`src/design/learning_message_forwarder_assert.svh`:
```
// Assertion macros for the learning message forwarder.
// Used by the top level; expects signals clk and rst_n in the including scope.
`ifndef LEARNING_MESSAGE_FORWARDER_ASSERT_SVH
`define LEARNING_MESSAGE_FORWARDER_ASSERT_SVH

// Same-cycle implication, gated off during reset.
`define LMF_ASSERT_IMP(lbl, ante, cons, msg) \
    lbl: assert property (@(posedge clk) disable iff (!rst_n) (ante) |-> (cons)) \
        else $error(msg);

// Next-cycle implication, gated off during reset.
`define LMF_ASSERT_NXT(lbl, ante, cons, msg) \
    lbl: assert property (@(posedge clk) disable iff (!rst_n) (ante) |=> (cons)) \
        else $error(msg);

`endif

```
`src/design/lmf_pkg.sv`:
```
// Shared types and constants of the learning message forwarder.
// No dependencies; imported by every module of the block.
`timescale 1ns / 1ps

package lmf_pkg;

    localparam int NUM_PORTS_DEF   = 8;
    localparam int NUM_DEVICES_DEF = 256;

    localparam int FUNC_W       = 3;
    localparam int ID_W         = 8;
    localparam int PORT_FIELD_W = 4;
    localparam int MASK_W       = 8;
    localparam int KIND_W       = 2;
    localparam int DPORT_W      = 3;

    localparam logic [ID_W-1:0] BROADCAST_ID = 8'd255;

    // depth of the command queue and the result queue
    localparam int Q_DEPTH = 2;

    typedef enum logic [2:0] {
        OP_NOP,
        OP_PACKET,
        OP_SET,
        OP_MARK,
        OP_CLEAR,
        OP_INVAL
    } op_t;

    typedef struct packed {
        op_t                     op;
        logic                    ext;
        logic [PORT_FIELD_W-1:0] port;
        logic [ID_W-1:0]         sender_id;
        logic [ID_W-1:0]         receiver_id;
        logic [ID_W-1:0]         table_device_id;
    } cmd_t;

    typedef struct packed {
        logic [MASK_W-1:0]  forward_mask;
        logic [KIND_W-1:0]  dest_kind;
        logic [DPORT_W-1:0] dest_port;
        logic               learned;
    } res_t;

    typedef struct packed {
        logic cmd_pop;
        logic res_push;
    } back_ctl_t;

    typedef enum logic [1:0] {
        BK_IDLE,
        BK_EXEC,
        BK_SWEEP
    } bk_state_t;

endpackage

```
`src/design/lmf_front.sv`:
```
// Front end: classifies incoming words and queues them as commands.
// Depends on lmf_pkg.
`timescale 1ns / 1ps

module lmf_front
    import lmf_pkg::*;
#(
    parameter int NUM_PORTS = NUM_PORTS_DEF
)
(
    input  logic                    clk,
    input  logic                    rst_n,
    input  logic [FUNC_W-1:0]       func,
    input  logic [ID_W-1:0]         sender_id,
    input  logic [ID_W-1:0]         receiver_id,
    input  logic [PORT_FIELD_W-1:0] port,
    input  logic [ID_W-1:0]         table_device_id,
    input  logic                    push,
    output logic                    full,
    input  logic                    cmd_pop,
    output cmd_t                    cmd_head,
    output logic                    cmd_empty
);

    localparam logic [FUNC_W-1:0] FUNC_PACKET = 3'd0;
    localparam logic [FUNC_W-1:0] FUNC_SET    = 3'd1;
    localparam logic [FUNC_W-1:0] FUNC_MARK   = 3'd2;
    localparam logic [FUNC_W-1:0] FUNC_CLEAR  = 3'd3;
    localparam logic [FUNC_W-1:0] FUNC_INVAL  = 3'd4;

    localparam int PTR_W = $clog2(Q_DEPTH);
    localparam int CNT_W = $clog2(Q_DEPTH + 1);
    localparam logic [PORT_FIELD_W:0] PORT_LIMIT = (PORT_FIELD_W + 1)'(NUM_PORTS);
    localparam logic [CNT_W-1:0]      Q_FULL     = CNT_W'(Q_DEPTH);

    cmd_t             cmd_in;
    logic             accept;
    cmd_t             q_mem [Q_DEPTH];
    logic [PTR_W-1:0] wr_ptr_reg, wr_ptr_next;
    logic [PTR_W-1:0] rd_ptr_reg, rd_ptr_next;
    logic [CNT_W-1:0] count_reg, count_next;

    // classify: route ops aimed at the internal port do nothing
    always_comb
    begin
        cmd_in.ext             = {1'b0, port} < PORT_LIMIT;
        cmd_in.port            = port;
        cmd_in.sender_id       = sender_id;
        cmd_in.receiver_id     = receiver_id;
        cmd_in.table_device_id = table_device_id;
        unique case (func)
            FUNC_PACKET: cmd_in.op = OP_PACKET;
            FUNC_SET:    cmd_in.op = cmd_in.ext ? OP_SET : OP_NOP;
            FUNC_MARK:   cmd_in.op = OP_MARK;
            FUNC_CLEAR:  cmd_in.op = OP_CLEAR;
            FUNC_INVAL:  cmd_in.op = cmd_in.ext ? OP_INVAL : OP_NOP;
            default:     cmd_in.op = OP_NOP;
        endcase
    end

    assign full      = (count_reg == Q_FULL);
    assign cmd_empty = (count_reg == '0);
    assign accept    = push && !full;
    assign cmd_head  = q_mem[rd_ptr_reg];

    always_comb
    begin
        wr_ptr_next = accept ? wr_ptr_reg + PTR_W'(1) : wr_ptr_reg;
        rd_ptr_next = cmd_pop ? rd_ptr_reg + PTR_W'(1) : rd_ptr_reg;
        count_next  = count_reg + CNT_W'(accept) - CNT_W'(cmd_pop);
    end

    always_ff @(posedge clk)
    begin
        if (accept)
        begin
            q_mem[wr_ptr_reg] <= cmd_in;
        end
    end

    always_ff @(posedge clk or negedge rst_n)
    begin
        if (!rst_n)
        begin
            wr_ptr_reg <= '0;
            rd_ptr_reg <= '0;
            count_reg  <= '0;
        end
        else
        begin
            wr_ptr_reg <= wr_ptr_next;
            rd_ptr_reg <= rd_ptr_next;
            count_reg  <= count_next;
        end
    end

endmodule

```
`src/design/lmf_back.sv`:
```
// Back end: route table, lookup/learn sequencer and invalidate sweep.
// Depends on lmf_pkg.
`timescale 1ns / 1ps

module lmf_back
    import lmf_pkg::*;
#(
    parameter int NUM_PORTS   = NUM_PORTS_DEF,
    parameter int NUM_DEVICES = NUM_DEVICES_DEF
)
(
    input  logic              clk,
    input  logic              rst_n,
    input  cmd_t              cmd_head,
    input  logic              cmd_empty,
    input  logic              res_full,
    input  logic              fwd_en,
    input  logic [MASK_W-1:0] present_mask,
    input  logic [MASK_W-1:0] debug_mask,
    output back_ctl_t         ctl,
    output res_t              res
);

    localparam int ENT_W     = $clog2(NUM_PORTS + 2);
    localparam int DEV_W     = $clog2(NUM_DEVICES);
    localparam int MEM_DEPTH = 1 << DEV_W;
    localparam int CNT_W     = $clog2(NUM_DEVICES + 1);

    localparam logic [ENT_W-1:0] ENT_UNKNOWN  = '0;
    localparam logic [ENT_W-1:0] ENT_INTERNAL = ENT_W'(1);
    localparam logic [ENT_W-1:0] ENT_PORT0    = ENT_W'(2);

    localparam logic [KIND_W-1:0] KIND_UNKNOWN  = 2'd0;
    localparam logic [KIND_W-1:0] KIND_EXT      = 2'd1;
    localparam logic [KIND_W-1:0] KIND_INTERNAL = 2'd2;

    localparam logic [ID_W:0]         DEV_LIMIT  = (ID_W + 1)'(NUM_DEVICES);
    localparam logic [PORT_FIELD_W:0] MASK_LIMIT = (PORT_FIELD_W + 1)'(MASK_W);
    localparam logic [CNT_W-1:0]      SWEEP_LAST = CNT_W'(NUM_DEVICES);

    bk_state_t        state_reg, state_next;
    logic [CNT_W-1:0] cnt_reg, cnt_next;
    cmd_t             work_reg;

    logic [ENT_W-1:0] table_mem [MEM_DEPTH];
    logic             valid_reg [MEM_DEPTH];
    logic [ENT_W-1:0] rd_a_reg, rd_b_reg;
    logic             rd_a_vld_reg, rd_b_vld_reg;

    logic [DEV_W-1:0] rd_addr_a, rd_addr_b, wr_addr, clr_addr;
    logic [ENT_W-1:0] wr_data;
    logic             wr_en, clr_en;
    logic             start;

    logic [ENT_W-1:0]  sender_ent, receiver_ent, recv_ent, learn_code, dport_full;
    logic [MASK_W-1:0] origin_bit, dest_bit, fwd_mask;
    logic              present, is_debug, sender_in, receiver_in, tdev_in, learn;
    logic [KIND_W-1:0] kind;
    res_t              pkt_res;

    // table storage: one write port, two registered read ports
    always_ff @(posedge clk)
    begin
        if (wr_en)
        begin
            table_mem[wr_addr] <= wr_data;
        end
        rd_a_reg     <= table_mem[rd_addr_a];
        rd_b_reg     <= table_mem[rd_addr_b];
        rd_a_vld_reg <= valid_reg[rd_addr_a];
        rd_b_vld_reg <= valid_reg[rd_addr_b];
    end

    // an entry never written reads as unknown
    always_ff @(posedge clk or negedge rst_n)
    begin
        if (!rst_n)
        begin
            for (int i = 0; i < MEM_DEPTH; i++)
            begin
                valid_reg[i] <= 1'b0;
            end
        end
        else
        begin
            if (wr_en)
            begin
                valid_reg[wr_addr] <= 1'b1;
            end
            if (clr_en)
            begin
                valid_reg[clr_addr] <= 1'b0;
            end
        end
    end

    assign start = (state_reg == BK_IDLE) && !cmd_empty && !res_full;

    always_ff @(posedge clk)
    begin
        if (start)
        begin
            work_reg <= cmd_head;
        end
    end

    always_ff @(posedge clk or negedge rst_n)
    begin
        if (!rst_n)
        begin
            state_reg <= BK_IDLE;
            cnt_reg   <= '0;
        end
        else
        begin
            state_reg <= state_next;
            cnt_reg   <= cnt_next;
        end
    end

    always_comb
    begin
        state_next = state_reg;
        cnt_next   = cnt_reg;
        unique case (state_reg)
            BK_IDLE:
            begin
                if (start)
                begin
                    if (cmd_head.op == OP_INVAL)
                    begin
                        state_next = BK_SWEEP;
                        cnt_next   = '0;
                    end
                    else
                    begin
                        state_next = BK_EXEC;
                    end
                end
            end
            BK_EXEC:
            begin
                state_next = BK_IDLE;
            end
            BK_SWEEP:
            begin
                if (cnt_reg == SWEEP_LAST)
                begin
                    state_next = BK_IDLE;
                end
                else
                begin
                    cnt_next = cnt_reg + CNT_W'(1);
                end
            end
            default:
            begin
                state_next = BK_IDLE;
            end
        endcase
    end

    // forwarding decision from the registered table reads
    always_comb
    begin
        sender_ent   = rd_a_vld_reg ? rd_a_reg : ENT_UNKNOWN;
        receiver_ent = rd_b_vld_reg ? rd_b_reg : ENT_UNKNOWN;
        sender_in    = {1'b0, work_reg.sender_id} < DEV_LIMIT;
        receiver_in  = {1'b0, work_reg.receiver_id} < DEV_LIMIT;
        tdev_in      = {1'b0, work_reg.table_device_id} < DEV_LIMIT;
        learn_code   = ENT_PORT0 + ENT_W'(work_reg.port);

        origin_bit = (work_reg.ext && ({1'b0, work_reg.port} < MASK_LIMIT))
                   ? (MASK_W'(1) << work_reg.port) : '0;
        present    = work_reg.ext ? |(present_mask & origin_bit) : 1'b1;
        is_debug   = |(debug_mask & origin_bit);

        learn = (work_reg.op == OP_PACKET) && work_reg.ext && present && !is_debug
             && (sender_ent != ENT_INTERNAL) && sender_in;

        // a lookup of the sender itself sees the route just learned
        if ((work_reg.receiver_id == BROADCAST_ID) || !receiver_in)
        begin
            recv_ent = ENT_UNKNOWN;
        end
        else if (learn && (work_reg.receiver_id == work_reg.sender_id))
        begin
            recv_ent = learn_code;
        end
        else
        begin
            recv_ent = receiver_ent;
        end

        kind       = KIND_UNKNOWN;
        dport_full = '0;
        if (recv_ent == ENT_INTERNAL)
        begin
            kind = KIND_INTERNAL;
        end
        else if (recv_ent >= ENT_PORT0)
        begin
            kind       = KIND_EXT;
            dport_full = recv_ent - ENT_PORT0;
        end
        dest_bit = MASK_W'(1) << dport_full;

        fwd_mask = '0;
        if (present)
        begin
            fwd_mask = present_mask & debug_mask & ~origin_bit;
            if (fwd_en || !work_reg.ext || (kind == KIND_INTERNAL))
            begin
                if (kind == KIND_UNKNOWN)
                begin
                    fwd_mask = fwd_mask | (present_mask & ~debug_mask & ~origin_bit);
                end
                else if (kind == KIND_EXT)
                begin
                    if ((dest_bit != origin_bit) && |(present_mask & dest_bit))
                    begin
                        fwd_mask = fwd_mask | dest_bit;
                    end
                end
            end
        end

        pkt_res.forward_mask = fwd_mask;
        pkt_res.dest_kind    = kind;
        pkt_res.dest_port    = dport_full[DPORT_W-1:0];
        pkt_res.learned      = learn;
    end

    always_comb
    begin
        ctl.cmd_pop  = start;
        ctl.res_push = 1'b0;
        res          = '0;
        rd_addr_a    = cmd_head.sender_id[DEV_W-1:0];
        rd_addr_b    = cmd_head.receiver_id[DEV_W-1:0];
        wr_en        = 1'b0;
        wr_addr      = work_reg.table_device_id[DEV_W-1:0];
        wr_data      = ENT_UNKNOWN;
        clr_en       = 1'b0;
        clr_addr     = DEV_W'(cnt_reg - CNT_W'(1));
        unique case (state_reg)
            BK_IDLE:
            begin
            end
            BK_EXEC:
            begin
                ctl.res_push = 1'b1;
                unique case (work_reg.op)
                    OP_PACKET:
                    begin
                        res     = pkt_res;
                        wr_en   = learn;
                        wr_addr = work_reg.sender_id[DEV_W-1:0];
                        wr_data = learn_code;
                    end
                    OP_SET:
                    begin
                        wr_en   = tdev_in;
                        wr_data = learn_code;
                    end
                    OP_MARK:
                    begin
                        wr_en   = tdev_in;
                        wr_data = ENT_INTERNAL;
                    end
                    OP_CLEAR:
                    begin
                        wr_en   = tdev_in;
                        wr_data = ENT_UNKNOWN;
                    end
                    default:
                    begin
                    end
                endcase
            end
            BK_SWEEP:
            begin
                // read entry n while checking entry n-1
                rd_addr_a = cnt_reg[DEV_W-1:0];
                clr_en    = (cnt_reg != '0) && rd_a_vld_reg && (rd_a_reg == learn_code);
                if (cnt_reg == SWEEP_LAST)
                begin
                    ctl.res_push = 1'b1;
                end
            end
            default:
            begin
            end
        endcase
    end

endmodule

```
`src/design/lmf_res_fifo.sv`:
```
// Result queue between the back end and the result ports.
// Depends on lmf_pkg.
`timescale 1ns / 1ps

module lmf_res_fifo
    import lmf_pkg::*;
(
    input  logic clk,
    input  logic rst_n,
    input  logic push,
    input  res_t din,
    output logic full,
    input  logic pop,
    output logic empty,
    output res_t head
);

    localparam int PTR_W = $clog2(Q_DEPTH);
    localparam int CNT_W = $clog2(Q_DEPTH + 1);
    localparam logic [CNT_W-1:0] Q_FULL = CNT_W'(Q_DEPTH);

    res_t             q_mem [Q_DEPTH];
    logic [PTR_W-1:0] wr_ptr_reg, wr_ptr_next;
    logic [PTR_W-1:0] rd_ptr_reg, rd_ptr_next;
    logic [CNT_W-1:0] count_reg, count_next;
    logic             do_pop;

    assign full   = (count_reg == Q_FULL);
    assign empty  = (count_reg == '0);
    assign do_pop = pop && !empty;
    assign head   = q_mem[rd_ptr_reg];

    always_comb
    begin
        wr_ptr_next = push ? wr_ptr_reg + PTR_W'(1) : wr_ptr_reg;
        rd_ptr_next = do_pop ? rd_ptr_reg + PTR_W'(1) : rd_ptr_reg;
        count_next  = count_reg + CNT_W'(push) - CNT_W'(do_pop);
    end

    always_ff @(posedge clk)
    begin
        if (push)
        begin
            q_mem[wr_ptr_reg] <= din;
        end
    end

    always_ff @(posedge clk or negedge rst_n)
    begin
        if (!rst_n)
        begin
            wr_ptr_reg <= '0;
            rd_ptr_reg <= '0;
            count_reg  <= '0;
        end
        else
        begin
            wr_ptr_reg <= wr_ptr_next;
            rd_ptr_reg <= rd_ptr_next;
            count_reg  <= count_next;
        end
    end

endmodule

```
`src/design/learning_message_forwarder.sv`:
```
// Top level of the learning message forwarder; instantiates lmf_front, lmf_back and
// lmf_res_fifo, uses lmf_pkg and the macros of learning_message_forwarder_assert.svh.
// The block decides where a message goes: it keeps a route table from device id to
// port (unknown, internal or one external port), learns the sender's port from each
// packet that arrives on a present, non-debug port from an in-range sender not marked
// internal, looks up the receiver and returns the port mask, the lookup kind and port,
// and whether a route was learned. Words go in through a queue-like port (push/full)
// and results come out of one (empty/pop), one result per word, in order. A packet,
// set, mark or clear passes the back-end states idle (registered table read) and exec
// (decide and write the table back); the back end takes no new word before it is idle
// again. An invalidate walks the table one entry per cycle through a read port. Each
// word is registered in the input queue before the back end takes it. The table needs
// no clearing pass after reset: each entry has a valid bit that reset clears.
// Registers (APB, 32-bit data): 0x0 forwarding_enable (reset 1), 0x4 port_present_mask,
// 0x8 debug_mirror_mask; write them only while no words are in flight.
`timescale 1ns / 1ps
`include "learning_message_forwarder_assert.svh"

module learning_message_forwarder
    import lmf_pkg::*;
#(
    parameter int NUM_PORTS   = NUM_PORTS_DEF,
    parameter int NUM_DEVICES = NUM_DEVICES_DEF
)
(
    input  logic                    clk,
    input  logic                    rst_n,
    // input word
    input  logic                    push,
    output logic                    full,
    input  logic [FUNC_W-1:0]       func,
    input  logic [ID_W-1:0]         sender_id,
    input  logic [ID_W-1:0]         receiver_id,
    input  logic [PORT_FIELD_W-1:0] port,
    input  logic [ID_W-1:0]         table_device_id,
    // result word
    output logic                    empty,
    input  logic                    pop,
    output logic [MASK_W-1:0]       forward_mask,
    output logic [KIND_W-1:0]       dest_kind,
    output logic [DPORT_W-1:0]      dest_port,
    output logic                    learned,
    // configuration
    input  logic                    psel,
    input  logic                    penable,
    input  logic                    pwrite,
    input  logic [3:0]              paddr,
    input  logic [31:0]             pwdata,
    output logic [31:0]             prdata,
    output logic                    pready
);

    localparam logic [1:0] REG_FWD_EN  = 2'd0;
    localparam logic [1:0] REG_PRESENT = 2'd1;
    localparam logic [1:0] REG_DEBUG   = 2'd2;

    logic              fwd_en_reg, fwd_en_next;
    logic [MASK_W-1:0] present_reg, present_next;
    logic [MASK_W-1:0] debug_reg, debug_next;
    logic              cfg_wr;
    logic [1:0]        reg_idx;

    cmd_t      cmd_head;
    logic      cmd_empty;
    logic      res_full;
    back_ctl_t bk_ctl;
    res_t      bk_res;
    res_t      out_head;

    // config port: zero-wait APB, word-aligned registers
    assign pready  = 1'b1;
    assign cfg_wr  = psel && penable && pwrite;
    assign reg_idx = paddr[3:2];

    always_comb
    begin
        fwd_en_next  = fwd_en_reg;
        present_next = present_reg;
        debug_next   = debug_reg;
        if (cfg_wr)
        begin
            unique case (reg_idx)
                REG_FWD_EN:  fwd_en_next  = pwdata[0];
                REG_PRESENT: present_next = pwdata[MASK_W-1:0];
                REG_DEBUG:   debug_next   = pwdata[MASK_W-1:0];
                default:
                begin
                end
            endcase
        end
    end

    always_comb
    begin
        unique case (reg_idx)
            REG_FWD_EN:  prdata = 32'(fwd_en_reg);
            REG_PRESENT: prdata = 32'(present_reg);
            REG_DEBUG:   prdata = 32'(debug_reg);
            default:     prdata = '0;
        endcase
    end

    always_ff @(posedge clk or negedge rst_n)
    begin
        if (!rst_n)
        begin
            fwd_en_reg  <= 1'b1;
            present_reg <= '0;
            debug_reg   <= '0;
        end
        else
        begin
            fwd_en_reg  <= fwd_en_next;
            present_reg <= present_next;
            debug_reg   <= debug_next;
        end
    end

    // classify and queue incoming words
    lmf_front #(
        .NUM_PORTS (NUM_PORTS)
    ) u_front (
        .clk             (clk),
        .rst_n           (rst_n),
        .func            (func),
        .sender_id       (sender_id),
        .receiver_id     (receiver_id),
        .port            (port),
        .table_device_id (table_device_id),
        .push            (push),
        .full            (full),
        .cmd_pop         (bk_ctl.cmd_pop),
        .cmd_head        (cmd_head),
        .cmd_empty       (cmd_empty)
    );

    // look up, learn and sweep the route table
    lmf_back #(
        .NUM_PORTS   (NUM_PORTS),
        .NUM_DEVICES (NUM_DEVICES)
    ) u_back (
        .clk          (clk),
        .rst_n        (rst_n),
        .cmd_head     (cmd_head),
        .cmd_empty    (cmd_empty),
        .res_full     (res_full),
        .fwd_en       (fwd_en_reg),
        .present_mask (present_reg),
        .debug_mask   (debug_reg),
        .ctl          (bk_ctl),
        .res          (bk_res)
    );

    // hold finished results until popped
    lmf_res_fifo u_res_fifo (
        .clk   (clk),
        .rst_n (rst_n),
        .push  (bk_ctl.res_push),
        .din   (bk_res),
        .full  (res_full),
        .pop   (pop),
        .empty (empty),
        .head  (out_head)
    );

    assign forward_mask = out_head.forward_mask;
    assign dest_kind    = out_head.dest_kind;
    assign dest_port    = out_head.dest_port;
    assign learned      = out_head.learned;

    // a result is never pushed into a full queue
    `LMF_ASSERT_IMP(a_res_no_overflow, bk_ctl.res_push, !res_full, "result pushed into full queue")
    // an accepted word is queued for the back end on the next cycle
    `LMF_ASSERT_NXT(a_cmd_queued, push && !full, !cmd_empty, "accepted word not queued")
    // the back end starts a command only when one waits and a result slot is free
    `LMF_ASSERT_IMP(a_start_ok, bk_ctl.cmd_pop, !cmd_empty && !res_full, "command started without room")

endmodule
```
`config.mk`:
```
export PLATFORM = sky130hd
export DESIGN_NAME = learning_message_forwarder
export DESIGN_NICKNAME = d
export VERILOG_FILES = /design/src/design/lmf_pkg.sv /design/src/design/lmf_front.sv /design/src/design/lmf_back.sv /design/src/design/lmf_res_fifo.sv /design/src/design/learning_message_forwarder.sv
export VERILOG_INCLUDE_DIRS = /design/src /design/src/design
export SDC_FILE = /design/constraint.sdc
export NUM_CORES = 2
export LEC_CHECK = 0
export BUFFER_PORTS_ARGS = -buffer_cell sky130_fd_sc_hd__buf_4
export CORE_ASPECT_RATIO = 0.75
export CORE_MARGIN = 4
export CORE_UTILIZATION = 57
export CTS_BUF_LIST = sky130_fd_sc_hd__clkbuf_8
export DETAILED_ROUTE_END_ITERATION = 16
export PLACE_DENSITY_LB_ADDON = 0.12
export REMOVE_ABC_BUFFERS = 1
export SYNTH_ARGS = -nofsm -noshare
export SYNTH_HDL_FRONTEND = slang
export SYNTH_SLANG_ARGS = --single-unit
```
`constraint.sdc`:
```
create_clock -name clk -period 16.4 [get_ports clk]
set_input_delay 1.64 -clock clk [delete_from_list [all_inputs] [get_ports clk]]
set_output_delay 1.64 -clock clk [all_outputs]
set_load 0.01 [all_outputs]
```
======== Yosys cells after proc, flatten, opt, wreduce, memory -nomap -nowiden ========
Memories as Yosys holds them, arrays and structs flattened. A register that Yosys moved wholly into a read port is not among the register bits.
Index checks and enable logic that the tools add are counted.
operators by class
  magnitude comparators ................... 9
  equality and inequality tests ........... 28
  shift operators ......................... 2
  bitwise logic cells ..................... 18
  add/subtract/negate cells ............... 12
  reductions and logical operators ........ 43
  muxes and demuxes ....................... 57
operators by type and width
  operator             number
  $mux 256             2
  $and 256x256->256    1
  $not 256->256        1
  $or 256x256->256     1
  $mux 8               9
  $and 8x8->8          7
  $ge 9x9->1 const B   4
  $not 8->9            4
  $mux 14              2
  $mux 4               7
  $mux 9               3
  $pmux 8 s3           1
  $reduce_or 8->1      3
  $lt 9x1->1 const B   2
  $pmux 9 s2           1
  $logic_and 1x1->1    17
  $mux 1               17
  $bmux 1 s8           2
  $demux 1 s8          2
  $not 8->8            2
  $or 8x8->8           2
  $shl 1x4->8 const A  2
  $pmux 3 s5           1
  $eq 3x2->1 const B   4
  37 further kinds     72
word-level totals
  logic and storage cells ................. 447
  bits in writable memories ............... 1116
  memories kept ........................... 3
  input port bits ......................... 74
  output and inout port bits .............. 49
  register bits after elaboration ......... 326
memories
  name              depth  bits a word  rd ports  clocked after memory_dff  wr ports  line                text
  u_back.table_mem  256    4            2         2                         1         lmf_back.sv:45      logic [ENT_W-1:0] table_mem [MEM_DEPTH];
  u_front.q_mem     2      32           1         0                         1         lmf_front.sv:38     cmd_t q_mem [Q_DEPTH];
  u_res_fifo.q_mem  2      14           1         0                         1         lmf_res_fifo.sv:22  res_t q_mem [Q_DEPTH];

======== Logic depth before layout (Yosys ltp) ========
  depth after elaboration ................. 26
  mapped depth ............................ 16
  gate-level depth less buffers ........... 14

======== Cells and area by module ========
A second synthesis with hierarchy kept.
unflattened totals
  cells, all modules ...................... 4088
  area total of the unflattened synthesis .. 70283.7 um^2
by module, submodules not included
  module                      area an instance (um^2)  seq. area each (um^2)  cells an instance  instances
  lmf_back                    65347.7                  38592.0                3820               1
  lmf_front                   2707.6                   2021.9                 128                1
  lmf_res_fifo                1261.2                   940.9                  61                 1
  learning_message_forwarder  967.2                    426.7                  79                 1

======== Worst setup path after synthesis ========
OpenSTA, ideal clock, no wires.
  kind .................................... register to register
  from .................................... register u_back.state_reg[1]
  to ...................................... memory u_back.table_mem[0][0] (netlist name) (data pin)
  setup slack ............................. 2989 ps
  path buffers ............................ 0
  data required time ...................... 14125 ps
  clock period less this slack ............ 13411 ps
  cell stages (with the launch flop) ...... 5
  setup time .............................. 2275 ps
  data arrival time ....................... 11135 ps
  path through ............................ dfrtp_1 -> inv_1 -> ha_1 -> nor2b_1 -> a21boi_0
on the way
  word-level cells in the longest chain between the ends .. 2
ends and longest elaborated chain
  what                         line             text
  start, declared              lmf_back.sv:41   bk_state_t state_reg, state_next;
  start signal, assigned       lmf_back.sv:116  state_reg <= state_next;
  $eq 2x1->1                   lmf_back.sv:246  unique case (state_reg)
  $mux 4                       lmf_back.sv:246
  named net u_back.wr_data[0]  lmf_back.sv:51   logic [ENT_W-1:0] wr_data;
  end, declared                lmf_back.sv:45
The timed path passes the listed nets, and every way through them passes these cells.

======== Worst setup path in the final report ========
  from .................................... register u_front.rd_ptr_reg
  to ...................................... register u_back.rd_b_vld_reg
on the way
  word-level cells in the longest chain between the ends .. 5
ends and longest elaborated chain
  what                                       line             text
  start, declared                            lmf_front.sv:40  logic [PTR_W-1:0] rd_ptr_reg, rd_ptr_next;
  start signal, assigned                     lmf_front.sv:92  rd_ptr_reg <= rd_ptr_next;
  $mem_v2 2x32                               -
  $not 8->9 (not written as such)            lmf_back.sv:71   rd_b_vld_reg <= valid_reg[rd_addr_b];
  $bmux 1 s8                                 lmf_back.sv:71
  $mux 1 (not written as such) (2 in a row)  lmf_back.sv:71
  end signal, assigned                       lmf_back.sv:71
  end, declared                              lmf_back.sv:48   logic rd_a_vld_reg, rd_b_vld_reg;
No other way between the ends. The select of a mux whose other input is x is not followed.
A chain may end at the register's enable or synchronous reset.

==> results by group <==
STA
  – Final Skew: 0.0426 ns
  – Final TNS setup: 0 ns
  – Actual slew at the worst max-slew pin: about 1.6 ns
  – Fin crit share: between 30% and 40%
  – Slew HR: -5.68%
  – Final Hold Fails: 0
  – RSZ-0062 raised after global routing: false
  – Fmax: around 0.15 GHz
  – Max-slew violations: 9
  – Setup violators final: 0
  – Crit path time final: approximately 6.5 ns

Clock network
  – Skew-Pair Late Insertion Delay: slightly below 1 ns
  – CTS resizes: 0
  – Total CTS buffers: 219
  – Htree depth: 4
  – CTS tree: done
  – Worst-path clk slew: 0.06 ns
  – Max clock buf depth: 3
  – Clock Tree Root: clkbuf_8
  – Postcts setup bufs: 0
  – CTS hold repair buffers: 0
  – Clk sinks: around 1500

Layout
  – Design area: roughly 0.079 mm2
  – Final #Nets: 6309
  – Area grow syn2layout: 8.87%
  – Storage cell area: 0.0420 mm2
  – Max reg flops: just over 1000
  – Layout cells sized above 1: 14.8%
  – Fillers: between 9000 and 10000
  – Area of the multi-input gates: roughly 0.028 mm2

Synth
  – Ys flop type: edfxtp_1
  – Top-count cell post-synth: nand2_1
  – Post-Syn Area: ~0.072 mm2
  – Synth cell types: 70
  – Yosys top cell area share: between 40 and 50%
  – Gate Count Post-Synth: between 6000 and 7000
  – Async S/R FF share, synth: between 20% and 30%
  – Mapped Avg Cell Area: 11.4 um2
  – Synth area leader: edfxtp_1
  – Synth warn: 0
  – Number of synthesized register bits: roughly 1500
  – Area contributors post-synth: edfxtp_1 (48%), mux4_2 (10%), dfrtp_1 (10%)
  – Post-synth top cells: nand2_1 (1367), edfxtp_1 (1148), nand3_1 (686)
  – Sequential share of the synthesized area: between 50 and 60%
  – EDFF count, synth: ~1100

Critical path
  – Worst Path Required: 17.23 ns
  – Reg-to-reg endpoint: u_back.rd_b_vld_reg$_DFF_P_
  – Worst r2r src: u_front.rd_ptr_reg$_DFFE_PN0P_
  – Worst-path cell chain: mux2i_4, buf_4, buf_4, buf_4, buf_4, buf_4, nand2_1, and3_1, a311oi_1, a311oi_1, a31oi_1, a21oi_1, mux4_2, mux2i_1
  – Slowest-stage cell, CP: buf_4
  – Worst path arrival time: between 7 and 8 ns
  – Most used cell, CP: buf_4
  – Cell depth of the worst flop-to-flop path: 14
  – Worst Path Buf+Inv: 5
  – Crit-path max FO: 89
  – Nature of the critical path endpoint: flop
  – CP top delay family: buffers and inverters
  – Setup CP Type: flop to flop
  – Startpoint Class: flop
  – R2R Setup Slk: slightly below 10 ns
  – CP max stage delay: around 0.90 ns

Floorplanning
  – Core area: around 0.13 mm2
  – Starting Density: just under 60%
  – Total die area: between 0.1 and 0.15 mm2
  – Rows: between 100 and 150
  – Die Ht: about 320 um
  – IO Count: approximately 120
  – Die Width: roughly 420 um

Power
  – LEAKAGE: 29.0 nW
  – Worst IR Drop VDD: approximately 0.15 mV
  – PwrDens: 186 mW/mm2

Place
  – HPWL after DPL: between 100000 and 150000 um
  – Port Buffers: 71
  – Gpl congestion: 0.932
  – Area after DPL: 0.0741 mm2

Drt
  – Initial DRT Pass Iterations: 8
  – Antenna viol nets, final: 0
  – DR DRC count: 0
  – Vias/cell: between 6 and 7
  – DR iter-0 viols: ~9000
  – Wire per inst: 29.5 um
  – DRT Wirelength: 239000 um
  – Vias: 54900

Run status
  – Failing checks: capacitance limit, slew limit
  – Status: finished, violations left

Global route
  – Total congestion overflow: 0
  – Initial antenna violation count: 9
  – Total track usage: 35.9%
  – First-pass GRT wire length: 347000 um
  – Largest net degree at the start of global routing: between 150 and 200
  – Number of global-route vias before repair: around 50000

Worst hold path
  – Hold Path Sink: u_res_fifo.wr_ptr_reg$_DFFE_PN0P_
  – Hold Startpoint: u_res_fifo.wr_ptr_reg$_DFFE_PN0P_
  – WHS Path Cells: 1
  – Min-Delay Path Class: flop to flop

Job
  – Max-cap violations: 1
## worst max-delay path by stage
stage	depth (start not counted)	to	slack [ns]	startpoint
final	14	u_back.rd_b_vld_reg$_DFF_P_	9.86	u_front.rd_ptr_reg$_DFFE_PN0P_
after floorplan	11	u_back.rd_b_reg[0]$_DFF_P_	-69.64	u_front.rd_ptr_reg$_DFFE_PN0P_
after detailed placement	14	u_back.rd_b_reg[0]$_DFF_P_	10.14	u_front.rd_ptr_reg$_DFFE_PN0P_
after global routing	14	u_back.rd_b_reg[3]$_DFF_P_	9.70	u_front.rd_ptr_reg$_DFFE_PN0P_
after global placement	14	u_back.rd_b_vld_reg$_DFF_P_	10.18	u_front.rd_ptr_reg$_DFFE_PN0P_
after CTS	14	u_back.rd_b_reg[0]$_DFF_P_	10.12	u_front.rd_ptr_reg$_DFFE_PN0P_
## through the flow
step                util, %  power (W)  std cells  worst slack, ns  hold slack [ns]
floorplan                 -     0.0106       5812           -69.64            0.461
global placement       59.2     0.0113       7652            10.18            0.482
detailed placement     59.2     0.0114       7652            10.14            0.493
CTS                    62.8     0.0144       8070            10.12            0.502
global route           62.8     0.0152       8071             9.70            0.511
finish                 62.8     0.0146       8080             9.86            0.500
## area by class of cell
class,instances,share of cell area (%)
sequential,1450,53.4
multi-input combinational,4338,36.1
clock buffer,249,4.36
tap,1653,2.63
timing repair buffer,187,2.00
clock inverter,169,1.34
inverter,24,0.134
antenna,10,0.0318
## routing by layer
layer | track usage, % | part of all wire (%) | vias to the layer above
li1 | - | - | 23200
met1 | 51.6 | 38 | 27000
met2 | 48.9 | 42 | 4123
met3 | 16.6 | 17 | 499
met4 | 10.7 | 3.0 | 14
met5 | 0 | 0.036 | -
## cell usage in the layout, fill, tap and decap left out, types with 10 or more instances in the layout
master / n
a311oi_1: 215
nand3_1: 682
and3_1: 85
diode_2: 10
dfxtp_1: 10
a22o_1: 15
mux2_2: 61
nor2_1: 557
o21ai_0: 20
mux2i_1: 134
nor3_1: 34
mux2i_4: 11
a31oi_1: 27
buf_4: 173
nand3b_1: 21
edfxtp_1: 1148
nand2_1: 1367
dfrtp_1: 290
clkbuf_8: 249
a211oi_1: 120
inv_1: 86
bufinv_16: 11
nor2_2: 12
ha_1: 15
conb_1: 25
nor2b_1: 92
clkinv_2: 41
a21oi_1: 382
xnor2_1: 13
clkinv_1: 35
xor2_1: 19
buf_12: 13
mux4_2: 326
## cell families after synthesis
| family | after synthesis | share of synthesized area [%] |
|---|---|---|
| xor gates and xnor gates | 32 | 0.388 |
| adders and majority gates | 15 | 0.260 |
| buffers and inverters | 546 | 3.06 |
| and+or+nand+nor | 2911 | 17.4 |
| AOI/OAI and AO/OA | 818 | 7.50 |
| DFF | 1450 | 58.2 |
| other | 2 | 0.0104 |
| muxes | 537 | 13.2 |
## power breakdown
group          internal (W)  switching (W)  total, W
sequential          0.00460       0.000311   0.00491
clock               0.00157        0.00151   0.00308
combinational       0.00209        0.00454   0.00663
total               0.00826        0.00636    0.0146
No activity file was read; power rests on OpenSTA's default activity.
